`src/design/tsw_pkg.sv`:
```
package tsw_pkg;

	localparam int QUEUE_DEPTH = 2;

	localparam logic [3:0] ADDR_DECODE = 4'd9;
	localparam logic [3:0] ADDR_D6     = 4'd6;
	localparam logic [3:0] ADDR_D7     = 4'd7;
	localparam logic [3:0] ADDR_D8     = 4'd8;

	localparam logic [7:0] DECODE_ALL   = 8'hff;
	localparam logic [7:0] DECODE_MINUS = 8'hdf;
	localparam logic [7:0] CODE_MINUS1  = 8'h31;
	localparam logic [7:0] CODE_DASH    = 8'h0a;
	localparam logic [7:0] CODE_BLANK   = 8'h0f;

	localparam logic [11:0] TENTHS_MAX = 12'hfff;

	typedef struct packed {
		logic [7:0] reading_low;
		logic [7:0] reading_high;
	} reading_t;

	typedef struct packed {
		logic [3:0] reg_address;
		logic [7:0] reg_data;
		logic       last_write;
	} write_t;

	typedef struct packed {
		logic       neg;
		logic [5:0] hundreds;
		logic [3:0] tens;
		logic [3:0] ones;
	} cmd_t;

	typedef enum logic [1:0] {
		SLOT_DECODE = 2'd0,
		SLOT_D6     = 2'd1,
		SLOT_D7     = 2'd2,
		SLOT_D8     = 2'd3
	} slot_t;

	function automatic write_t write_for(input cmd_t c, input slot_t slot);
		write_t w;
		logic   h_zero;
		logic   h_one;
		logic   wide_neg;
		h_zero   = (c.hundreds == 6'd0);
		h_one    = (c.hundreds == 6'd1);
		wide_neg = c.neg && !h_zero && !h_one;
		w.last_write = 1'b0;
		case (slot)
			SLOT_DECODE: begin
				w.reg_address = ADDR_DECODE;
				w.reg_data    = (c.neg && h_one) ? DECODE_MINUS : DECODE_ALL;
			end
			SLOT_D6: begin
				w.reg_address = ADDR_D6;
				if (c.neg)
					w.reg_data = h_one ? CODE_MINUS1 : CODE_DASH;
				else
					w.reg_data = h_zero ? CODE_BLANK : {2'b00, c.hundreds};
			end
			SLOT_D7: begin
				w.reg_address = ADDR_D7;
				w.reg_data    = wide_neg ? {2'b00, c.hundreds} : {4'b1000, c.tens};
			end
			SLOT_D8: begin
				w.reg_address = ADDR_D8;
				w.reg_data    = wide_neg ? {4'b0000, c.tens} : {4'b0000, c.ones};
				w.last_write  = 1'b1;
			end
			default: begin
				w.reg_address = ADDR_DECODE;
				w.reg_data    = DECODE_ALL;
			end
		endcase
		return w;
	endfunction

endpackage

```
`src/design/tsw_front.sv`:
```
module tsw_front import tsw_pkg::*; (
	input  logic     clk,
	input  logic     arst_n,
	input  logic     in_valid,
	output logic     in_ready,
	input  reading_t in_data,
	output logic     push_valid,
	input  logic     push_ready,
	output cmd_t     push_cmd
);

	logic        vld_s1, vld_s2, vld_s3;
	logic [11:0] tenths_s1, tenths_s2;
	logic        neg_s1, neg_s2, neg_s3;
	logic [5:0]  h_s2, h_s3;
	logic [6:0]  rem_s3;
	logic [11:0] last_q;

	logic        adv1, adv2, adv3;
	logic        changed;
	logic        in_neg;
	logic [15:0] word;
	logic [15:0] mag;
	logic [18:0] mag_x5;
	logic [15:0] tenths_full;
	logic [11:0] tenths_in;
	logic [24:0] h_prod;
	logic [12:0] h_x100;
	logic [12:0] rem_full;
	logic [14:0] t_prod;
	logic [3:0]  t_val;
	logic [7:0]  t_x10;
	logic [3:0]  o_val;

	// sign, magnitude and tenths
	always_comb begin
		word        = {in_data.reading_high, in_data.reading_low};
		in_neg      = |in_data.reading_high[7:3];
		mag         = in_neg ? (~word + 16'd1) : word;
		mag_x5      = {1'b0, mag, 2'b00} + {3'b000, mag};
		tenths_full = mag_x5[18:3];
		tenths_in   = (|tenths_full[15:12]) ? TENTHS_MAX : tenths_full[11:0];
	end

	assign adv3     = vld_s3 && push_ready;
	assign adv2     = vld_s2 && (!vld_s3 || adv3);
	assign adv1     = vld_s1 && (!vld_s2 || adv2);
	assign in_ready = !vld_s1 || adv1;
	assign changed  = (tenths_s1 != last_q);

	// digit split by reciprocal multiplication
	assign h_prod   = {13'd0, tenths_s1} * 25'd5243;
	assign h_x100   = {7'd0, h_s2} * 13'd100;
	assign rem_full = {1'b0, tenths_s2} - h_x100;
	assign t_prod   = {8'd0, rem_s3} * 15'd205;
	assign t_val    = t_prod[14:11];
	assign t_x10    = {4'd0, t_val} * 8'd10;
	assign o_val    = 4'(({1'b0, rem_s3}) - t_x10);

	always_ff @(posedge clk or negedge arst_n) begin
		if (!arst_n) begin
			vld_s1 <= 1'b0;
			vld_s2 <= 1'b0;
			vld_s3 <= 1'b0;
			last_q <= '0;
		end else begin
			if (in_valid && in_ready)
				vld_s1 <= 1'b1;
			else if (adv1)
				vld_s1 <= 1'b0;
			if (adv1) begin
				vld_s2 <= changed;
				if (changed)
					last_q <= tenths_s1;
			end else if (adv2) begin
				vld_s2 <= 1'b0;
			end
			if (adv2)
				vld_s3 <= 1'b1;
			else if (adv3)
				vld_s3 <= 1'b0;
		end
	end

	always_ff @(posedge clk) begin
		if (in_valid && in_ready) begin
			tenths_s1 <= tenths_in;
			neg_s1    <= in_neg;
		end
		if (adv1) begin
			tenths_s2 <= tenths_s1;
			neg_s2    <= neg_s1;
			h_s2      <= h_prod[24:19];
		end
		if (adv2) begin
			rem_s3 <= rem_full[6:0];
			h_s3   <= h_s2;
			neg_s3 <= neg_s2;
		end
	end

	assign push_valid        = vld_s3;
	assign push_cmd.neg      = neg_s3;
	assign push_cmd.hundreds = h_s3;
	assign push_cmd.tens     = t_val;
	assign push_cmd.ones     = o_val;

endmodule

```
`src/design/tsw_fifo.sv`:
```
module tsw_fifo import tsw_pkg::*; #(
	parameter int Depth = QUEUE_DEPTH
) (
	input  logic                     clk,
	input  logic                     arst_n,
	input  logic                     push,
	input  cmd_t                     push_cmd,
	output logic                     full,
	input  logic                     pop,
	output logic                     not_empty,
	output cmd_t                     head,
	output logic [$clog2(Depth+1)-1:0] count
);

	localparam int PtrW = $clog2(Depth);
	localparam logic [PtrW-1:0] LastPtr = PtrW'(Depth - 1);
	localparam logic [$clog2(Depth+1)-1:0] CountMax = ($clog2(Depth+1))'(Depth);

	cmd_t                         mem_q [Depth];
	logic [PtrW-1:0]              wr_ptr_q, rd_ptr_q;
	logic [$clog2(Depth+1)-1:0]   count_q;

	assign count     = count_q;
	assign full      = (count_q == CountMax);
	assign not_empty = (count_q != '0);
	assign head      = mem_q[rd_ptr_q];

	always_ff @(posedge clk or negedge arst_n) begin
		if (!arst_n) begin
			wr_ptr_q <= '0;
			rd_ptr_q <= '0;
			count_q  <= '0;
		end else begin
			if (push)
				wr_ptr_q <= (wr_ptr_q == LastPtr) ? '0 : wr_ptr_q + 1'b1;
			if (pop)
				rd_ptr_q <= (rd_ptr_q == LastPtr) ? '0 : rd_ptr_q + 1'b1;
			if (push && !pop)
				count_q <= count_q + 1'b1;
			else if (pop && !push)
				count_q <= count_q - 1'b1;
		end
	end

	always_ff @(posedge clk) begin
		if (push)
			mem_q[wr_ptr_q] <= push_cmd;
	end

endmodule

```
`src/design/tsw_back.sv`:
```
module tsw_back import tsw_pkg::*; (
	input  logic   clk,
	input  logic   arst_n,
	input  logic   cmd_valid,
	input  cmd_t   cmd,
	output logic   pop,
	output logic   out_valid,
	input  logic   out_ready,
	output write_t out_data
);

	cmd_t   cmd_q;
	logic   busy_q;
	slot_t  slot_q;
	logic   out_valid_q;
	write_t out_q;
	logic   load;
	logic   finishing;

	assign load      = !out_valid_q || out_ready;
	assign finishing = busy_q && load && (slot_q == SLOT_D8);
	assign pop       = cmd_valid && (!busy_q || finishing);

	always_ff @(posedge clk or negedge arst_n) begin
		if (!arst_n) begin
			busy_q      <= 1'b0;
			slot_q      <= SLOT_DECODE;
			out_valid_q <= 1'b0;
		end else begin
			if (busy_q && load)
				out_valid_q <= 1'b1;
			else if (load)
				out_valid_q <= 1'b0;
			if (pop) begin
				busy_q <= 1'b1;
				slot_q <= SLOT_DECODE;
			end else if (busy_q && load) begin
				slot_q <= slot_t'(slot_q + 2'd1);
				if (slot_q == SLOT_D8)
					busy_q <= 1'b0;
			end
		end
	end

	always_ff @(posedge clk) begin
		if (pop)
			cmd_q <= cmd;
		if (busy_q && load)
			out_q <= write_for(cmd_q, slot_q);
	end

	assign out_valid = out_valid_q;
	assign out_data  = out_q;

endmodule

```
`src/design/temperature_to_seven_segment_writer_top.sv`:
```
// temperature reading to display-driver register writes
// input channel: in_valid / in_ready / in_data carries one raw reading (low and high byte,
// sixteenths of a degree); output channel: out_valid / out_ready / out_data carries one
// register write (address, data byte, last_write flag)
// the front pipeline (three stages) forms the tenths value, drops readings equal to the
// last shown value and splits the rest into digits; a two-entry queue feeds the back end,
// which sends four writes per changed reading from a registered output
// throughput: one reading per cycle is taken while the front pipeline can move; each
// changed reading occupies the back end for four output transactions, sent at one
// output write per cycle while out_ready stays high
// reset clears the last shown value to zero, so a first reading of zero tenths sends nothing
// when the receiver stalls, the output holds its write, the queue fills and the front
// pipeline backs up until in_ready drops; nothing is lost or repeated
module temperature_to_seven_segment_writer_top import tsw_pkg::*; #(
	parameter int QueueDepth = QUEUE_DEPTH
) (
	input  logic     clk,
	input  logic     arst_n,
	input  logic     in_valid,
	output logic     in_ready,
	input  reading_t in_data,
	output logic     out_valid,
	input  logic     out_ready,
	output write_t   out_data
);

	logic                            push_valid;
	logic                            push;
	cmd_t                            push_cmd;
	logic                            q_full;
	logic                            q_not_empty;
	logic                            pop;
	cmd_t                            q_head;
	logic [$clog2(QueueDepth+1)-1:0] q_count;

	assign push = push_valid && !q_full;

	tsw_front u_front (
		.clk        (clk),
		.arst_n     (arst_n),
		.in_valid   (in_valid),
		.in_ready   (in_ready),
		.in_data    (in_data),
		.push_valid (push_valid),
		.push_ready (!q_full),
		.push_cmd   (push_cmd)
	);

	tsw_fifo #(
		.Depth (QueueDepth)
	) u_fifo (
		.clk       (clk),
		.arst_n    (arst_n),
		.push      (push),
		.push_cmd  (push_cmd),
		.full      (q_full),
		.pop       (pop),
		.not_empty (q_not_empty),
		.head      (q_head),
		.count     (q_count)
	);

	tsw_back u_back (
		.clk       (clk),
		.arst_n    (arst_n),
		.cmd_valid (q_not_empty),
		.cmd       (q_head),
		.pop       (pop),
		.out_valid (out_valid),
		.out_ready (out_ready),
		.out_data  (out_data)
	);

	a_queue_bound: assert property (@(posedge clk) disable iff (!arst_n)
		q_count <= ($clog2(QueueDepth+1))'(QueueDepth))
		else $error("queue count above depth");

	a_pop_nonempty: assert property (@(posedge clk) disable iff (!arst_n)
		pop |-> q_not_empty)
		else $error("pop from empty queue");

	a_last_on_d8: assert property (@(posedge clk) disable iff (!arst_n)
		out_valid |-> (out_data.last_write == (out_data.reg_address == ADDR_D8)))
		else $error("last_write flag out of step with address");

	a_decode_follows_last: assert property (@(posedge clk) disable iff (!arst_n)
		out_valid && out_ready && out_data.last_write
		|=> !out_valid || out_data.reg_address == ADDR_DECODE)
		else $error("run does not start with decode mode write");

endmodule

```
`config.mk`:
```
export PLATFORM = sky130hd
export DESIGN_NAME = temperature_to_seven_segment_writer_top
export DESIGN_NICKNAME = d
export VERILOG_FILES = /design/src/design/tsw_pkg.sv /design/src/design/tsw_front.sv /design/src/design/tsw_fifo.sv /design/src/design/tsw_back.sv /design/src/design/temperature_to_seven_segment_writer_top.sv
export SDC_FILE = /design/constraint.sdc
export NUM_CORES = 1
export LEC_CHECK = 0
export ABC_AREA = 1
export BUFFER_PORTS_ARGS = -buffer_cell sky130_fd_sc_hd__buf_4
export CAP_MARGIN = 25
export CORE_ASPECT_RATIO = 1.25
export CORE_UTILIZATION = 50
export DETAILED_ROUTE_END_ITERATION = 7
export PLACE_DENSITY = 0.67
export SLEW_MARGIN = 10
export SYNTH_ARGS = -nofsm -noshare
export SYNTH_HDL_FRONTEND = slang
export SYNTH_SLANG_ARGS = --single-unit
```
`constraint.sdc`:
```
create_clock -name clk -period 9.7 [get_ports clk]
set_input_delay 0 -clock clk [delete_from_list [all_inputs] [get_ports clk]]
set_output_delay 0 -clock clk [all_outputs]
set_load 0.03 [all_outputs]
```
## Yosys cells after proc, flatten, opt, wreduce, memory -nomap -nowiden

Memories as Yosys holds them, arrays and structs flattened. A register that Yosys moved wholly into a read port is not among the register bits.
Cells that the tools add are included.

- Memory bits (writable): 30
- Word-level logic and storage cells: 111
- Flip-flop bits (word level): 77
- Memories: 1
- Output and inout port bits: 15

Memories:

| memory | depth | width | rd ports | clocked after memory_dff | wr ports | RTL line | text |
|---|---|---|---|---|---|---|---|
| u_fifo.mem_q | 2 | 15 | 1 | 1 | 1 | tsw_fifo.sv:19 | `cmd_t mem_q [Depth];` |

- Equal/unequal tests: 6
- Add/sub/neg operators: 9
- $mul: 4
- Bitwise gates (word level): 1
- Mux-type cells: 28
- Reductions and logical operators: 41

Operators by type and width:

| kind | count |
|---|---|
| $pmux W12 S4 | 1 |
| $mul A12 B13 Y25 const B | 1 |
| $add A18 B16 Y19 | 1 |
| $mux W6 | 3 |
| $add A16 B1 Y16 const B | 1 |
| $mux W1 | 16 |
| $mux W16 | 1 |
| $mux W8 | 2 |
| $not A16 Y16 | 1 |
| $reduce_bool A2 Y1 | 8 |
| $mul A7 B8 Y15 const B | 1 |
| $logic_and A1 B1 Y1 | 12 |
| $ne A12 B12 Y1 | 1 |
| $logic_not A1 Y1 | 10 |
| $mux W2 | 4 |
| $sub A7 B7 Y7 | 1 |
| $eq A2 B2 Y1 const B | 3 |
| $eq A6 B1 Y1 const B | 1 |
| $logic_not A6 Y1 | 1 |
| $mul A6 B5 Y5 const B | 1 |
| $logic_or A1 B1 Y1 | 5 |
| $reduce_or A5 Y1 | 1 |
| $add A2 B1 Y2 const B | 2 |
| $mul A4 B3 Y3 const B | 1 |
| 8 further kinds | 10 |

## Depth between registers and ports, before layout

- Word-level depth: 10
- Depth in mapped cells: 25
- Depth with buffers taken out: 25

## Hierarchy

Synthesis repeated with hierarchy kept, for this count alone.

- Cells, all modules: 1054
- Area, all modules: 10176.0 sq um

Modules (own cells, without submodules):

| module | cells an instance | area each (sq um) | times used | sequential area each (sq um) |
|---|---|---|---|---|
| tsw_front | 837 | 7295.7 | 1 | 1606.5 |
| tsw_back | 142 | 1525.2 | 1 | 910.9 |
| tsw_fifo | 72 | 1341.3 | 1 | 1001.0 |
| temperature_to_seven_segment_writer_top | 3 | 13.8 | 1 | 0.0 |

## Least setup slack after synthesis

No wires, ideal clock.

- Kind: reg-to-reg
- Start: reg u_front.tenths_s1[6]
- End: reg u_front.h_s2[4] (data pin)
- Slack: 5.230 ns
- Library setup time: 0.262 ns
- Cell stages (with the launch flop): 17
- Arrival: 4.208 ns
- Buffers on the path: 0
- Cell sequence: edfxtp_1 inv_1 fa_1 fa_1 fa_1 inv_1 fa_1 inv_1 fa_1 inv_1 ha_1 a21oi_1 o21ai_0 a21oi_1 o21ai_0 a21oi_1 xor2_1

- Word-level cells in the longest chain between the ends: 1

Ends and longest elaborated chain:

| what | RTL line | text |
|---|---|---|
| start: declaration | tsw_front.sv:13 | `logic [11:0] tenths_s1, tenths_s2;` |
| start signal: assignment | tsw_front.sv:87 | `tenths_s1 <= tenths_in;` |
| $mul A12 B13 Y25 | tsw_front.sv:52 | `assign h_prod = {13'd0, tenths_s1} * 25'd5243;` |
| named net u_front.h_prod[23] | tsw_front.sv:27 | `logic [24:0] h_prod;` |
| end signal: assignment | tsw_front.sv:93 | `h_s2 <= h_prod[24:19];` |
| end: declaration | tsw_front.sv:15 | `logic [5:0] h_s2, h_s3;` |

The timed path passes the listed nets, and every way through them passes these cells.
A chain may end at the register's enable or synchronous reset.

## Final worst setup path

- Start: reg u_front.tenths_s1[6]
- End: reg u_front.h_s2[0] (data pin)

The elaborated chain is that of the path after synthesis.

==> results by group <==
Outcome
  – Run status: finished, final reports clean

Setup path
  – WP data required: a little under 10,000 ps
  – Worst reg-to-reg path cell count: 15
  – RR Startpoint: u_front.tenths_s1[6]$_SDFFCE_PP1P_
  – Crit path top cell by count: fa_1
  – Type of the worst setup path: register to register
  – R2r setup slk: slightly below 5000 ps
  – CP startpoint: u_front.tenths_s1[6]$_SDFFCE_PP1P_
  – Critical Path AT: around 5000 ps
  – CP Capture Type: register
  – CP Cell Sequence: inv_1, fa_1, fa_1, fa_1, inv_1, fa_1, inv_1, fa_1, inv_1, ha_1, a21oi_1, o21ai_0, a21boi_0, a21o_1, nand2_1
  – Delay of the slowest cell on the worst path: roughly 600 ps
  – Slowest CP cell: fa_1
  – Critical Path Fanout Max: 7
  – Critical Path Start Type: register

Timing
  – Worst-margin pin slew: ~800 ps
  – Setup-failing EPs final: 0
  – Setup TNS Final: 0 ps
  – Unrepaired setup endpoints after global routing: no
  – Rel. slew slack: 0.459
  – Slew Viols, Final: 0
  – Period minus WS final: approximately 4800 ps
  – Clk_skew: between 10 and 15 ps
  – Final hold viol count: 0
  – Max frequency: between 200 and 250 MHz
  – Fin crit share: 0.498

Place
  – Placed Cells: between 1,000 and 1,500
  – Input/output buffers: 34
  – Post-DP HPWL: between 15 and 20 mm
  – Area post-placement: approximately 10,000 um2
  – GPL Wtd Cong: ~0.9

Detailed routing
  – DRT Pass-1 Iters: 5
  – Final wirelength: around 20 mm
  – WL/cell: about 14 um
  – Drt initial violations: 371
  – Via/cell ratio: slightly above 5
  – Antenna viol nets, final: 0
  – Drt drc: 0
  – Vias: 7,068

Synthesis
  – Syn Inst Count: between 1,000 and 1,500
  – Mapped cell area: roughly 9900 um2
  – Synth Register Bits: approximately 120
  – Count of cell types in the netlist: 44
  – Main synth FF type: edfxtp_1
  – Avg Synthesized Cell Area: around 9.4 um2
  – Synthesis warning total: 0
  – Synthesized Nets: 1,269
  – Sequential area share after synthesis: 0.357
  – Asr flop ratio synth: 0.190
  – Post-synth EDFFs: slightly below 100

Floorplan
  – I/O Pins: 35
  – Starting Density: 0.508
  – Die width: between 100 and 150 um
  – Die Ht: between 150 and 200 um
  – Core area: around 19,000 um2
  – Total die area: 20,300 um2
  – Site Rows: 57

Clock tree
  – TritonCTS buffer count: 17
  – Clock Latency Late Sink: 410 ps
  – CTS sink count: roughly 120
  – Root Driver: clkbuf_16
  – CTS H-tree depth: 4
  – CTS tree: done
  – CTS Buffer Depth: 2
  – Post-cts sizing count: 0
  – Worst-path clk slew: approximately 60 ps

Global route
  – Antenna violations before repair: 0
  – Pin count of the biggest net entering global routing: 24
  – Vias in the first global route: between 7,000 and 8,000
  – First-pass GRT wire length: between 30 and 40 mm
  – Global Route Usage Sum: 0.210
  – GRT Residual Overflow: 0

Layout
  – Final core occ: 0.568
  – Most frequent cells in the layout: inv_1, nand2_1, ha_1, edfxtp_1, nor2_1
  – Diode count: 0
  – Commonest non-fill, non-tap cell in the layout: inv_1
  – Post-route cell area: roughly 11,000 um2
  – Layout net count: 1,319
  – Post-layout instance count excluding filler cells: approximately 1,400
  – Synth-to-Final Area Change: 11.8%
  – Layout cells sized above 1: 0.0762

Worst hold path
  – Tightest Hold Check Type: primary input to async pin

Run
  – MaxCap Viol Count: 0
[flip-flops by register name, summed over array words and instances (netlist names)]
signal and count:
u_fifo.mem_q 30, u_back.cmd_q 15, u_back.out_data 12, u_front.last_q 12, u_front.tenths_s1 12, u_front.rem_s3 7
u_front.tenths_s2 7, u_front.h_s2 6, u_front.h_s3 6, u_back.slot_q 2, u_fifo.count 2, u_back.busy_q 1
u_back.out_valid 1, u_fifo.rd_ptr_q 1, u_fifo.wr_ptr_q 1, u_front.neg_s1 1, u_front.neg_s2 1, u_front.neg_s3 1
u_front.push_valid 1, u_front.vld_s1 1, u_front.vld_s2 1
[cell families after synthesis]
family          after synthesis  share of synthesized area
xor+xnor                     50                     0.0444
simple gates                337                      0.149
buf+inv                     228                     0.0887
compound gates              121                     0.0701
fa+ha+maj                   196                      0.291
flops                       121                      0.357
[repair_timing]
action / in CTS / in global routing
hold endpoints to repair: 25 / 0
hold buffers: 3 / 0
setup buffers: 0 / 0
[layout make-up]
| class | instances | area [um2] |
|---|---|---|
| clock buffers | 18 | 429 |
| clock inverters | 14 | 141 |
| fillers | 1728 | 8380 |
| inverters | 218 | 818 |
| multi-input cells | 704 | 5470 |
| flip-flops and latches | 121 | 3520 |
| well taps | 265 | 332 |
| repair buffers | 41 | 315 |
[synth_stat cells (all sizes together), types with 4 or more instances]
cell type	count	area, um2
a21oi	49	249
edfxtp	98	2940
nand4	27	169
nand3	28	155
o21ai	42	210
clkbuf	4	15.0
o21bai	5	37.5
nor4	11	75.1
nor2	62	248
fa	55	1100
nor3	12	60.1
a21o	5	37.5
xnor2	17	149
a21boi	4	30.0
ha	141	1760
dfrtp	23	576
nand2	190	718
buf	6	41.3
xor2	33	289
inv	217	815
a221oi	4	35.0
[layer usage]
metal	global-route usage	routed length, um
met4	0.0733	369
met3	0.0272	412
met5	0	0
met2	0.396	10800
met1	0.241	7920
[final timing paths]
check                                                      to
worst max-delay path                u_front.h_s2[0]$_DFFE_PP_
worst min-delay path              u_fifo.rd_ptr_q$_DFFE_PN0P_
worst max register to register      u_front.h_s2[0]$_DFFE_PP_
worst min register to register    u_front.rem_s3[0]$_DFFE_PP_
max in group asynchronous       u_front.last_q[6]$_DFFE_PN0P_
min in group clk                     u_front.neg_s1$_DFFE_PP_
[through the flow]
step | setup WS (ps) | hold slack [ps]
2_1_floorplan | 5230 | -296
3_3_place_gp | 4900 | -77.9
3_5_place_dp | 4910 | -65.6
4_1_cts | 4880 | 38.7
5_1_grt | 4610 | 64.3
6_report | 4870 | 36.3
[critical path: cells and delay by family, from the launching register on]
family | cells | cell delay, ps
flip-flops | 1 | 530
buffers and inverters | 4 | 280
AND/OR/NAND/NOR | 1 | 40
adder cells (fa/ha/maj) | 6 | 2950
AO/OA/AOI/OAI | 4 | 780
Power is left out: the tool's default activity adds up to more than one toggle a clock period on the data nets, which glitch-free logic cannot reach.
